## src/design/nps_pkg.sv

```systemverilog
// shared types and constants of the priority scheduler
package nps_pkg;

    localparam int JOB_LIMIT = 16;
    localparam int DATA_W    = 16;
    localparam int IDX_W     = 4;
    localparam int CLK_W     = 21;
    localparam int SUM_W     = 25;

    typedef logic        [DATA_W-1:0] t_data;
    typedef logic signed [DATA_W-1:0] t_pri;
    typedef logic        [IDX_W-1:0]  t_idx;
    typedef logic        [CLK_W-1:0]  t_clk;
    typedef logic        [SUM_W-1:0]  t_sum;

    // item handed from the front to the back
    typedef struct packed {
        t_data arrival;
        t_data burst;
        t_pri  priority_req;
        logic  last;
        logic  keep;
    } t_job;

    // one scheduled job
    typedef struct packed {
        t_idx  job_index;
        t_data job_arrival;
        t_data job_burst;
        t_pri  job_priority;
        t_clk  finish_time;
        t_clk  wait_span;
        t_clk  turn_span;
        t_sum  total_waiting;
        t_sum  total_turnaround;
        logic  final_res;
    } t_res;

endpackage

```

## src/design/nps_fifo.sv

```systemverilog
// small first-word-fall-through queue
module nps_fifo #(
    parameter int WIDTH = 8,
    parameter int DEPTH = 4
) (
    input  logic             i_clk,
    input  logic             i_rst_n,
    input  logic             i_push,
    input  logic [WIDTH-1:0] i_data,
    output logic             o_full,
    input  logic             i_pop,
    output logic [WIDTH-1:0] o_data,
    output logic             o_empty
);

    localparam int AW    = $clog2(DEPTH);
    localparam int CNT_W = AW + 1;

    logic [WIDTH-1:0] r_mem [DEPTH];
    logic [AW-1:0]    r_wr;
    logic [AW-1:0]    r_rd;
    logic [CNT_W-1:0] r_cnt;
    logic             do_push;
    logic             do_pop;

    assign o_full  = (r_cnt == CNT_W'(DEPTH));
    assign o_empty = (r_cnt == '0);
    assign o_data  = r_mem[r_rd];
    assign do_push = i_push && !o_full;
    assign do_pop  = i_pop && !o_empty;

    always_ff @(posedge i_clk) begin
        if (!i_rst_n) begin
            r_wr  <= '0;
            r_rd  <= '0;
            r_cnt <= '0;
        end else begin
            if (do_push) begin
                r_wr <= r_wr + AW'(1);
            end
            if (do_pop) begin
                r_rd <= r_rd + AW'(1);
            end
            if (do_push && !do_pop) begin
                r_cnt <= r_cnt + CNT_W'(1);
            end else if (do_pop && !do_push) begin
                r_cnt <= r_cnt - CNT_W'(1);
            end
        end
    end

    always_ff @(posedge i_clk) begin
        if (do_push) begin
            r_mem[r_wr] <= i_data;
        end
    end

endmodule

```

## src/design/nps_front.sv

```systemverilog
// front end: takes jobs in, drops those past table capacity, tags set ends
module nps_front #(
    parameter int CAP = 16
) (
    input  logic               i_clk,
    input  logic               i_rst_n,
    input  logic               i_push,
    output logic               o_full,
    input  nps_pkg::t_data     i_arrival_time,
    input  nps_pkg::t_data     i_burst_time,
    input  nps_pkg::t_pri      i_priority_req,
    input  logic               i_last,
    output logic               o_q_push,
    output nps_pkg::t_job      o_q_job,
    input  logic               i_q_full
);

    localparam int CW = $clog2(CAP + 1);

    logic [CW-1:0] r_cnt;
    logic          accept;
    logic          keep;

    assign o_full = i_q_full;
    assign accept = i_push && !i_q_full;
    assign keep   = (r_cnt < CW'(CAP));

    // a dropped item still has to pass when it closes the set
    assign o_q_push = accept && (keep || i_last);

    always_comb begin
        o_q_job.arrival      = i_arrival_time;
        o_q_job.burst        = i_burst_time;
        o_q_job.priority_req = i_priority_req;
        o_q_job.last         = i_last;
        o_q_job.keep         = keep;
    end

    always_ff @(posedge i_clk) begin
        if (!i_rst_n) begin
            r_cnt <= '0;
        end else if (accept) begin
            if (i_last) begin
                r_cnt <= '0;
            end else if (keep) begin
                r_cnt <= r_cnt + CW'(1);
            end
        end
    end

endmodule

```

## src/design/nps_back.sv

```systemverilog
// back end: job table and the scan sequencer that picks and times each job
module nps_back #(
    parameter int CAP = 16
) (
    input  logic           i_clk,
    input  logic           i_rst_n,
    input  logic           i_q_empty,
    input  nps_pkg::t_job  i_q_job,
    output logic           o_q_pop,
    input  logic           i_r_full,
    output logic           o_r_push,
    output nps_pkg::t_res  o_r_res
);

    localparam int IW = $clog2(CAP);
    localparam int CW = $clog2(CAP + 1);

    typedef enum logic [5:0] {
        S_LOAD = 6'b000001,
        S_SCAN = 6'b000010,
        S_ADV  = 6'b000100,
        S_TURN = 6'b001000,
        S_WAIT = 6'b010000,
        S_EMIT = 6'b100000
    } t_state;

    t_state r_state;
    t_state n_state;

    nps_pkg::t_data r_arr [CAP];
    nps_pkg::t_data r_bur [CAP];
    nps_pkg::t_pri  r_pri [CAP];
    logic [CAP-1:0] r_done;

    logic [CW-1:0]  r_n;
    logic [CW-1:0]  r_k;
    logic [IW-1:0]  r_idx;
    nps_pkg::t_clk  r_clock;
    nps_pkg::t_sum  r_wsum;
    nps_pkg::t_sum  r_tsum;

    // best arrived job so far
    logic           r_a_valid;
    logic [IW-1:0]  r_a_idx;
    nps_pkg::t_data r_a_arr;
    nps_pkg::t_data r_a_bur;
    nps_pkg::t_pri  r_a_pri;
    // earliest unfinished job, for an idle clock
    logic           r_b_valid;
    logic [IW-1:0]  r_b_idx;
    nps_pkg::t_data r_b_arr;
    nps_pkg::t_data r_b_bur;
    nps_pkg::t_pri  r_b_pri;

    logic [IW-1:0]  r_p_idx;
    nps_pkg::t_data r_p_arr;
    nps_pkg::t_data r_p_bur;
    nps_pkg::t_pri  r_p_pri;
    nps_pkg::t_clk  r_turn;
    nps_pkg::t_clk  r_wait;

    nps_pkg::t_data e_arr;
    nps_pkg::t_data e_bur;
    nps_pkg::t_pri  e_pri;
    logic           e_done;
    logic           e_arrived;
    logic           a_take;
    logic           b_take;
    logic           scan_end;
    logic           set_end;
    logic           load_go;
    nps_pkg::t_sum  n_wsum;
    nps_pkg::t_sum  n_tsum;
    nps_pkg::t_clk  adv_base;

    assign e_arr     = r_arr[r_idx];
    assign e_bur     = r_bur[r_idx];
    assign e_pri     = r_pri[r_idx];
    assign e_done    = r_done[r_idx];
    assign e_arrived = (nps_pkg::t_clk'(e_arr) <= r_clock);

    // later load order never wins a full tie, so compares are strict
    assign a_take = !e_done && e_arrived &&
                    (!r_a_valid || (e_pri > r_a_pri) ||
                     ((e_pri == r_a_pri) && (e_arr < r_a_arr)));
    assign b_take = !e_done &&
                    (!r_b_valid || (e_arr < r_b_arr) ||
                     ((e_arr == r_b_arr) && (e_pri > r_b_pri)));

    assign scan_end = ((CW'(r_idx) + CW'(1)) == r_n);
    assign set_end  = ((r_k + CW'(1)) == r_n);
    assign load_go  = (r_state == S_LOAD) && !i_q_empty;
    assign o_q_pop  = load_go;
    assign o_r_push = (r_state == S_EMIT) && !i_r_full;
    assign n_wsum   = r_wsum + nps_pkg::t_sum'(r_wait);
    assign n_tsum   = r_tsum + nps_pkg::t_sum'(r_turn);
    assign adv_base = r_a_valid ? r_clock : nps_pkg::t_clk'(r_b_arr);

    always_comb begin
        o_r_res.job_index        = nps_pkg::t_idx'(r_p_idx);
        o_r_res.job_arrival      = r_p_arr;
        o_r_res.job_burst        = r_p_bur;
        o_r_res.job_priority     = r_p_pri;
        o_r_res.finish_time      = r_clock;
        o_r_res.wait_span        = r_wait;
        o_r_res.turn_span        = r_turn;
        o_r_res.total_waiting    = n_wsum;
        o_r_res.total_turnaround = n_tsum;
        o_r_res.final_res        = set_end;
    end

    always_comb begin
        n_state = r_state;
        case (r_state)
            S_LOAD: begin
                if (load_go && i_q_job.last) begin
                    n_state = S_SCAN;
                end
            end
            S_SCAN: begin
                if (scan_end) begin
                    n_state = S_ADV;
                end
            end
            S_ADV:  n_state = S_TURN;
            S_TURN: n_state = S_WAIT;
            S_WAIT: n_state = S_EMIT;
            S_EMIT: begin
                if (o_r_push) begin
                    n_state = set_end ? S_LOAD : S_SCAN;
                end
            end
            default: n_state = S_LOAD;
        endcase
    end

    always_ff @(posedge i_clk) begin
        if (!i_rst_n) begin
            r_state   <= S_LOAD;
            r_done    <= '0;
            r_n       <= '0;
            r_k       <= '0;
            r_idx     <= '0;
            r_clock   <= '0;
            r_wsum    <= '0;
            r_tsum    <= '0;
            r_a_valid <= 1'b0;
            r_b_valid <= 1'b0;
        end else begin
            r_state <= n_state;
            case (r_state)
                S_LOAD: begin
                    if (load_go) begin
                        if (i_q_job.keep) begin
                            r_n <= r_n + CW'(1);
                        end
                        r_idx     <= '0;
                        r_k       <= '0;
                        r_a_valid <= 1'b0;
                        r_b_valid <= 1'b0;
                    end
                end
                S_SCAN: begin
                    if (a_take) begin
                        r_a_valid <= 1'b1;
                    end
                    if (b_take) begin
                        r_b_valid <= 1'b1;
                    end
                    r_idx <= r_idx + IW'(1);
                end
                S_ADV: begin
                    r_clock <= adv_base + nps_pkg::t_clk'(r_a_valid ? r_a_bur : r_b_bur);
                end
                S_EMIT: begin
                    if (o_r_push) begin
                        r_idx     <= '0;
                        r_a_valid <= 1'b0;
                        r_b_valid <= 1'b0;
                        if (set_end) begin
                            r_done  <= '0;
                            r_n     <= '0;
                            r_k     <= '0;
                            r_clock <= '0;
                            r_wsum  <= '0;
                            r_tsum  <= '0;
                        end else begin
                            r_done[r_p_idx] <= 1'b1;
                            r_k    <= r_k + CW'(1);
                            r_wsum <= n_wsum;
                            r_tsum <= n_tsum;
                        end
                    end
                end
                default: begin
                end
            endcase
        end
    end

    always_ff @(posedge i_clk) begin
        if (load_go && i_q_job.keep) begin
            r_arr[r_n[IW-1:0]] <= i_q_job.arrival;
            r_bur[r_n[IW-1:0]] <= i_q_job.burst;
            r_pri[r_n[IW-1:0]] <= i_q_job.priority_req;
        end
        if (r_state == S_SCAN) begin
            if (a_take) begin
                r_a_idx <= r_idx;
                r_a_arr <= e_arr;
                r_a_bur <= e_bur;
                r_a_pri <= e_pri;
            end
            if (b_take) begin
                r_b_idx <= r_idx;
                r_b_arr <= e_arr;
                r_b_bur <= e_bur;
                r_b_pri <= e_pri;
            end
        end
        if (r_state == S_ADV) begin
            r_p_idx <= r_a_valid ? r_a_idx : r_b_idx;
            r_p_arr <= r_a_valid ? r_a_arr : r_b_arr;
            r_p_bur <= r_a_valid ? r_a_bur : r_b_bur;
            r_p_pri <= r_a_valid ? r_a_pri : r_b_pri;
        end
        if (r_state == S_TURN) begin
            r_turn <= r_clock - nps_pkg::t_clk'(r_p_arr);
        end
        if (r_state == S_WAIT) begin
            r_wait <= r_turn - nps_pkg::t_clk'(r_p_bur);
        end
    end

endmodule

```

## src/design/nonpreemptive_priority_scheduler.sv

```systemverilog
// top level of the non-preemptive priority scheduler
//
//  channel  | direction | transfer when    | payload
//  ---------+-----------+------------------+------------------------------------------
//  jobs     | in        | i_push & !o_full | arrival, burst, priority, last
//  results  | out       | i_pop & !o_empty | index, job fields, times, running totals
//
// jobs load through a 4-deep job queue into the back end table, one per cycle while
// the back end is in S_LOAD; for a set of n jobs each result takes a scan of all n
// table entries, then the states S_ADV, S_TURN, S_WAIT and S_EMIT
// while the back end schedules, the job queue keeps taking items until it fills
// a full 2-entry result queue stalls the back end only; reset is synchronous
// and clears all control state
module nonpreemptive_priority_scheduler #(
    parameter int MAX_PROCS = 16
) (
    input  logic                  i_clk,
    input  logic                  i_rst_n,
    input  logic                  i_push,
    output logic                  o_full,
    input  logic [15:0]           i_arrival_time,
    input  logic [15:0]           i_burst_time,
    input  logic signed [15:0]    i_priority_req,
    input  logic                  i_last,
    output logic                  o_empty,
    input  logic                  i_pop,
    output logic [3:0]            o_job_index,
    output logic [15:0]           o_job_arrival,
    output logic [15:0]           o_job_burst,
    output logic signed [15:0]    o_job_priority,
    output logic [20:0]           o_finish_time,
    output logic [20:0]           o_wait_span,
    output logic [20:0]           o_turn_span,
    output logic [24:0]           o_total_waiting,
    output logic [24:0]           o_total_turnaround,
    output logic                  o_final_res
);

    localparam int CAP      = (MAX_PROCS < nps_pkg::JOB_LIMIT) ? MAX_PROCS
                                                               : nps_pkg::JOB_LIMIT;
    localparam int JQ_DEPTH = 4;
    localparam int RQ_DEPTH = 2;
    localparam int JOB_W    = $bits(nps_pkg::t_job);
    localparam int RES_W    = $bits(nps_pkg::t_res);

    logic              jq_push;
    logic              jq_full;
    logic              jq_pop;
    logic              jq_empty;
    nps_pkg::t_job     jq_in;
    logic [JOB_W-1:0]  jq_out;
    logic              rq_push;
    logic              rq_full;
    nps_pkg::t_res     rq_in;
    logic [RES_W-1:0]  rq_out;
    nps_pkg::t_res     res;

    nps_front #(
        .CAP (CAP)
    ) u_front (
        .i_clk          (i_clk),
        .i_rst_n        (i_rst_n),
        .i_push         (i_push),
        .o_full         (o_full),
        .i_arrival_time (i_arrival_time),
        .i_burst_time   (i_burst_time),
        .i_priority_req (i_priority_req),
        .i_last         (i_last),
        .o_q_push       (jq_push),
        .o_q_job        (jq_in),
        .i_q_full       (jq_full)
    );

    nps_fifo #(
        .WIDTH (JOB_W),
        .DEPTH (JQ_DEPTH)
    ) u_job_q (
        .i_clk   (i_clk),
        .i_rst_n (i_rst_n),
        .i_push  (jq_push),
        .i_data  (jq_in),
        .o_full  (jq_full),
        .i_pop   (jq_pop),
        .o_data  (jq_out),
        .o_empty (jq_empty)
    );

    nps_back #(
        .CAP (CAP)
    ) u_back (
        .i_clk     (i_clk),
        .i_rst_n   (i_rst_n),
        .i_q_empty (jq_empty),
        .i_q_job   (nps_pkg::t_job'(jq_out)),
        .o_q_pop   (jq_pop),
        .i_r_full  (rq_full),
        .o_r_push  (rq_push),
        .o_r_res   (rq_in)
    );

    nps_fifo #(
        .WIDTH (RES_W),
        .DEPTH (RQ_DEPTH)
    ) u_res_q (
        .i_clk   (i_clk),
        .i_rst_n (i_rst_n),
        .i_push  (rq_push),
        .i_data  (rq_in),
        .o_full  (rq_full),
        .i_pop   (i_pop),
        .o_data  (rq_out),
        .o_empty (o_empty)
    );

    assign res                = nps_pkg::t_res'(rq_out);
    assign o_job_index        = res.job_index;
    assign o_job_arrival      = res.job_arrival;
    assign o_job_burst        = res.job_burst;
    assign o_job_priority     = res.job_priority;
    assign o_finish_time      = res.finish_time;
    assign o_wait_span        = res.wait_span;
    assign o_turn_span        = res.turn_span;
    assign o_total_waiting    = res.total_waiting;
    assign o_total_turnaround = res.total_turnaround;
    assign o_final_res        = res.final_res;

endmodule

```

## config.mk

```make
export PLATFORM = sky130hd
export DESIGN_NAME = nonpreemptive_priority_scheduler
export DESIGN_NICKNAME = d
export VERILOG_FILES = /design/src/design/nps_pkg.sv /design/src/design/nps_fifo.sv /design/src/design/nps_front.sv /design/src/design/nps_back.sv /design/src/design/nonpreemptive_priority_scheduler.sv
export SDC_FILE = /design/constraint.sdc
export NUM_CORES = 2
export LEC_CHECK = 0
export ABC_AREA = 1
export BUFFER_PORTS_ARGS = -buffer_cell sky130_fd_sc_hd__buf_2
export CELL_PAD_IN_SITES_DETAIL_PLACEMENT = 1
export CELL_PAD_IN_SITES_GLOBAL_PLACEMENT = 1
export CORE_MARGIN = 5
export CORE_UTILIZATION = 56
export DETAILED_ROUTE_END_ITERATION = 10
export PLACE_DENSITY = 0.84
export SETUP_SLACK_MARGIN = 0.15
export SLEW_MARGIN = 25
export SYNTH_ARGS = -nofsm -noshare
export SYNTH_HDL_FRONTEND = slang
export SYNTH_HIERARCHICAL = 1
export SYNTH_SLANG_ARGS = --single-unit
```

## constraint.sdc

```tcl
create_clock -name i_clk -period 24.6 [get_ports i_clk]
set_input_delay 1.23 -clock i_clk [delete_from_list [all_inputs] [get_ports i_clk]]
set_output_delay 1.23 -clock i_clk [all_outputs]
set_load 0.05 [all_outputs]
```

==> summary.md <==
| Metric | Value |
|---|---|
| CTS buffer count | `165` |
| Post-synth top cells | `1,498 x edfxtp_1, 629 x nor2_1, 556 x nand2_1` |
| Antenna violations before repair | `11` |
| Post-CTS sizing | `0` |
| Height of the chip | `roughly 360 um` |
| GRT overflow | `0` |
| Area of the multi-input gates | `approximately 18,000 um2` |
| Share of Yosys cell area claimed by the top area cell type | `around two thirds` |
| Max-cap viol count | `0` |
| Sw frac | `between 30 and 40%` |
| Setup crit end kind | `flop` |
| GRT met3 Usage | `5.48%` |
| CTS tree | `done` |
| Post-synth EDFFs | `about 1,500` |
| Post-Route Setup TNS | `0 ps` |
| Clock Power Share | `between 30 and 40%` |
| Clock latency at the later pin of the worst-skew pair | `around 830 ps` |
| Vias in the first global route | `a little under 50,000` |
| CP Class | `flop to flop` |
| Combinational power share | `20.4%` |
| Critical path data arrival time | `7070 ps` |
| Worst-Margin Slew | `between 1000 and 1500 ps` |
| Yosys synthesis warning count | `6` |
| Mux contribution to synthesized area | `approximately 2.8%` |
| Setup Fix Bufs, Post-CTS | `0` |
| RSZ-0062 raised after global routing | `false` |
| Register area | `between 40,000 and 50,000 um2` |
| Clock Tree Buf Depth | `3` |
| Combinational family with the most area after synthesis | `compound AO/OA/AOI/OAI gates` |
| Hold_ws | `437 ps` |
| Avg Cell Area, Syn | `~13 um2` |
| Worst-path clk slew | `60 ps` |
| CTS Sinks | `approximately 1,600` |
| Mapped Area | `between 60,000 and 70,000 um2` |
| Number of library cell types mapped by synthesis | `65` |
| Hold Fails Final Rpt | `0` |
| Synth area leader | `edfxtp_1` |
| Maximum vdd drop | `around 0.084 mV` |
| Fraction of the yosys area taken by sequential cells | `between 60% and 70%` |
| Share of cells above drive strength 1 | `between 15 and 20%` |
| Ports | `roughly 220` |
| Status | `finished, final reports clean` |
| Internal power | `5.17 mW` |
| Ys flop type | `edfxtp_1` |
| Leak Pwr | `26.7 nW` |
| Cell count after synthesis | `between 5,000 and 6,000` |
| Rows | `around 130` |
| Final Cycle Share | `~27%` |
| Synthesis-to-layout area growth | `11.1%` |
| Synth Area in Simple Gates | `between 8 and 9%` |
| Ranking of synthesized cells by area | `edfxtp_1 66%, dfxtp_1 3.9%, o21ai_0 3.8%, nor2_1 3.5%, ha_1 3.3%` |
| Grt met2 use | `53.3%` |
| Core area | `122,000 um2` |
| Gr usage total | `30.6%` |
| Crit Path Max Fanout | `194` |
| Total wire length | `203,000 um` |
| Count leader, synth | `edfxtp_1` |
| GRT Max-Usage Layer | `met2` |
| # diodes | `0` |
| CTS root buf | `clkbuf_16` |
| Final setup vio count | `0` |
| Yosys reg bits | `1,630` |
| Initial detailed-routing violation count | `about 4,600` |
| Placer Congestion | `slightly below 0.9` |
| # DRC | `0` |
| Final Max Slew Viols | `0` |
| Vias per std cell | `~6.3` |
| NetSw | `about 2.3 mW` |
| Maximum clock rate | `~150 MHz` |
| Nets | `between 5,000 and 6,000` |
| First-pass GRT wire length | `approximately 300,000 um` |
| Xor and xnor fraction of the mapped netlist area | `under 10%` |
| Startpoint Class | `flop` |
| Post-synthesis compound-gate area fraction | `between 10 and 15%` |
| Fillers | `~12,000` |
| Mapped Nets | `5,499` |
| Worst Hold Class | `flop to flop` |
| Dpl cell area | `around 71,000 um2` |
| Port Buffers | `220` |
| Hold-fix buffers, CTS | `0` |
| Starting Density | `a little under three fifths` |
| Slew margin rel. | `between 20% and 30%` |
| Design area | `about 76,000 um2` |
| Met1 Use GR | `between 30% and 40%` |
| Pwr dens | `just under 100 nW/um2` |
| Routed vias | `around 45,000` |
| Avg WL per Cell | `approximately 28 um` |
| Detail Route Antenna Nets | `0` |
| Hpwl dp | `between 100,000 and 150,000 um` |
| Min Tclk post-route | `between 6000 and 7000 ps` |
| Sequential power share | `47.1%` |
| Die W | `between 300 and 400 um` |
| Adder-Cell Fraction of Synth Area | `under 10%` |
| 1st-pass router iterations | `5` |
| Final clock skew | `41.7 ps` |
| Htree depth | `4` |
| Largest net degree at the start of global routing | `slightly below 200` |
| Die area | `roughly 130,000 um2` |
| Critical path required time | `between 20,000 and 30,000 ps` |
| Fraction of registers with async set/reset | `0%` |
==> worst max-delay path, cell delays in order, from the launching register on <==
cell	delay, ps
dfxtp_4	840
buf_12	500
buf_4	720
o21ai_0	310
o22ai_1	240
o211ai_1	120
nand2_1	340
ha_1	190
nand2_1	70
nor4_1	380
nand3_1	290
nor3_1	260
nand2_1	80
nand2_1	110
nand2_1	100
nor2_4	690
buf_4	520
==> flip-flops by register name, indices dropped and copies added (netlist names), 21 cells and up, named ones only <==
| signal | count |
|---|---|
| u_back/r_tsum | 25 |
| u_back/r_arr | 256 |
| u_res_q/r_mem | 332 |
| u_back/r_wsum | 25 |
| u_back/r_turn | 21 |
| u_back/r_clock | 21 |
| u_back/r_wait | 21 |
| u_job_q/r_mem | 200 |
| u_back/r_bur | 256 |
| u_back/r_pri | 256 |
==> per-stage QoR <==
stage / std cells / power (mW) / worst slack (ps) / util [%]
2_1_floorplan: 5258 / 4.49 / 15600 / -
3_3_place_gp: 6875 / 4.90 / 18700 / 58.0
3_5_place_dp: 6876 / 5.02 / 18300 / 58.1
4_1_cts: 7177 / 7.47 / 18240 / 62.4
5_1_grt: 7177 / 7.77 / 17750 / 62.5
6_report: 7177 / 7.48 / 17980 / 62.5
==> area by class of cell <==
type | instances | share of cell area (%)
timing repair buffer | 290 | 2.19
sequential | 1630 | 62.8
clock inverter | 92 | 1.08
inverter | 285 | 1.46
multi-input combinational | 3046 | 24.1
tap | 1625 | 2.68
clock buffer | 209 | 5.75
==> path summary, 6_finish.rpt <==
| path | from | cells after the start | endpoint | slack [ps] |
|---|---|---|---|---|
| max reg2reg | flop | 16 | u_back/r_a_pri[2] | 17980 |
| min reg2reg | u_back/r_p_pri[12] | 0 | u_res_q/r_mem[0][126] | 440 |
| min | u_back/r_p_pri[12] | 0 | u_res_q/r_mem[0][126] | 440 |
| max | flop | 16 | u_back/r_a_pri[2] | 17980 |
==> placed cells by master, fill, tap and decap left out, types with 15 or more instances in the layout <==
master,instances
clkinv_1,34
clkinv_2,32
mux2_2,166
xnor2_1,29
nor2_1,603
clkbuf_16,166
edfxtp_1,1498
nand3_1,126
buf_4,65
dfxtp_1,124
xor2_1,63
o21ai_1,74
inv_2,15
a31oi_1,18
nand4_1,26
o21ai_0,523
o22ai_1,58
ha_1,182
o22ai_2,35
nor2_4,26
clkbuf_1,38
o221ai_1,151
buf_2,221
inv_1,262
o211ai_1,55
a21oi_1,229
nand2_1,556
==> power groups by stage <==
stage / sequential (mW) / combinational, mW / clock (mW)
2_1_floorplan: 3.54 / 0.943 / 0
3_3_place_gp: 3.56 / 1.33 / 0
6_report: 3.52 / 1.52 / 2.43
4_1_cts: 3.52 / 1.48 / 2.47
3_5_place_dp: 3.58 / 1.45 / 0
5_1_grt: 3.53 / 1.63 / 2.61
==> layer usage <==
| metal | wire length (um) | vias up |
|---|---|---|
| met3 | 14800 | 612 |
| met1 | 73600 | 22900 |
| met4 | 11700 | 10 |
| li1 | - | 19500 |
| met5 | 64 | - |
| met2 | 103000 | 2236 |
==> cells by family (layout without fill, tap and decap cells) <==
| logic type | after synthesis | count (layout) |
|---|---|---|
| xor+xnor | 94 | 94 |
| mux | 169 | 169 |
| compound gates | 1194 | 1194 |
| fa+ha+maj | 188 | 188 |
| simple gates | 1401 | 1401 |
| buf+inv | 582 | 876 |
| flops | 1630 | 1630 |
Note: power is estimated with default switching activity, not from simulation.
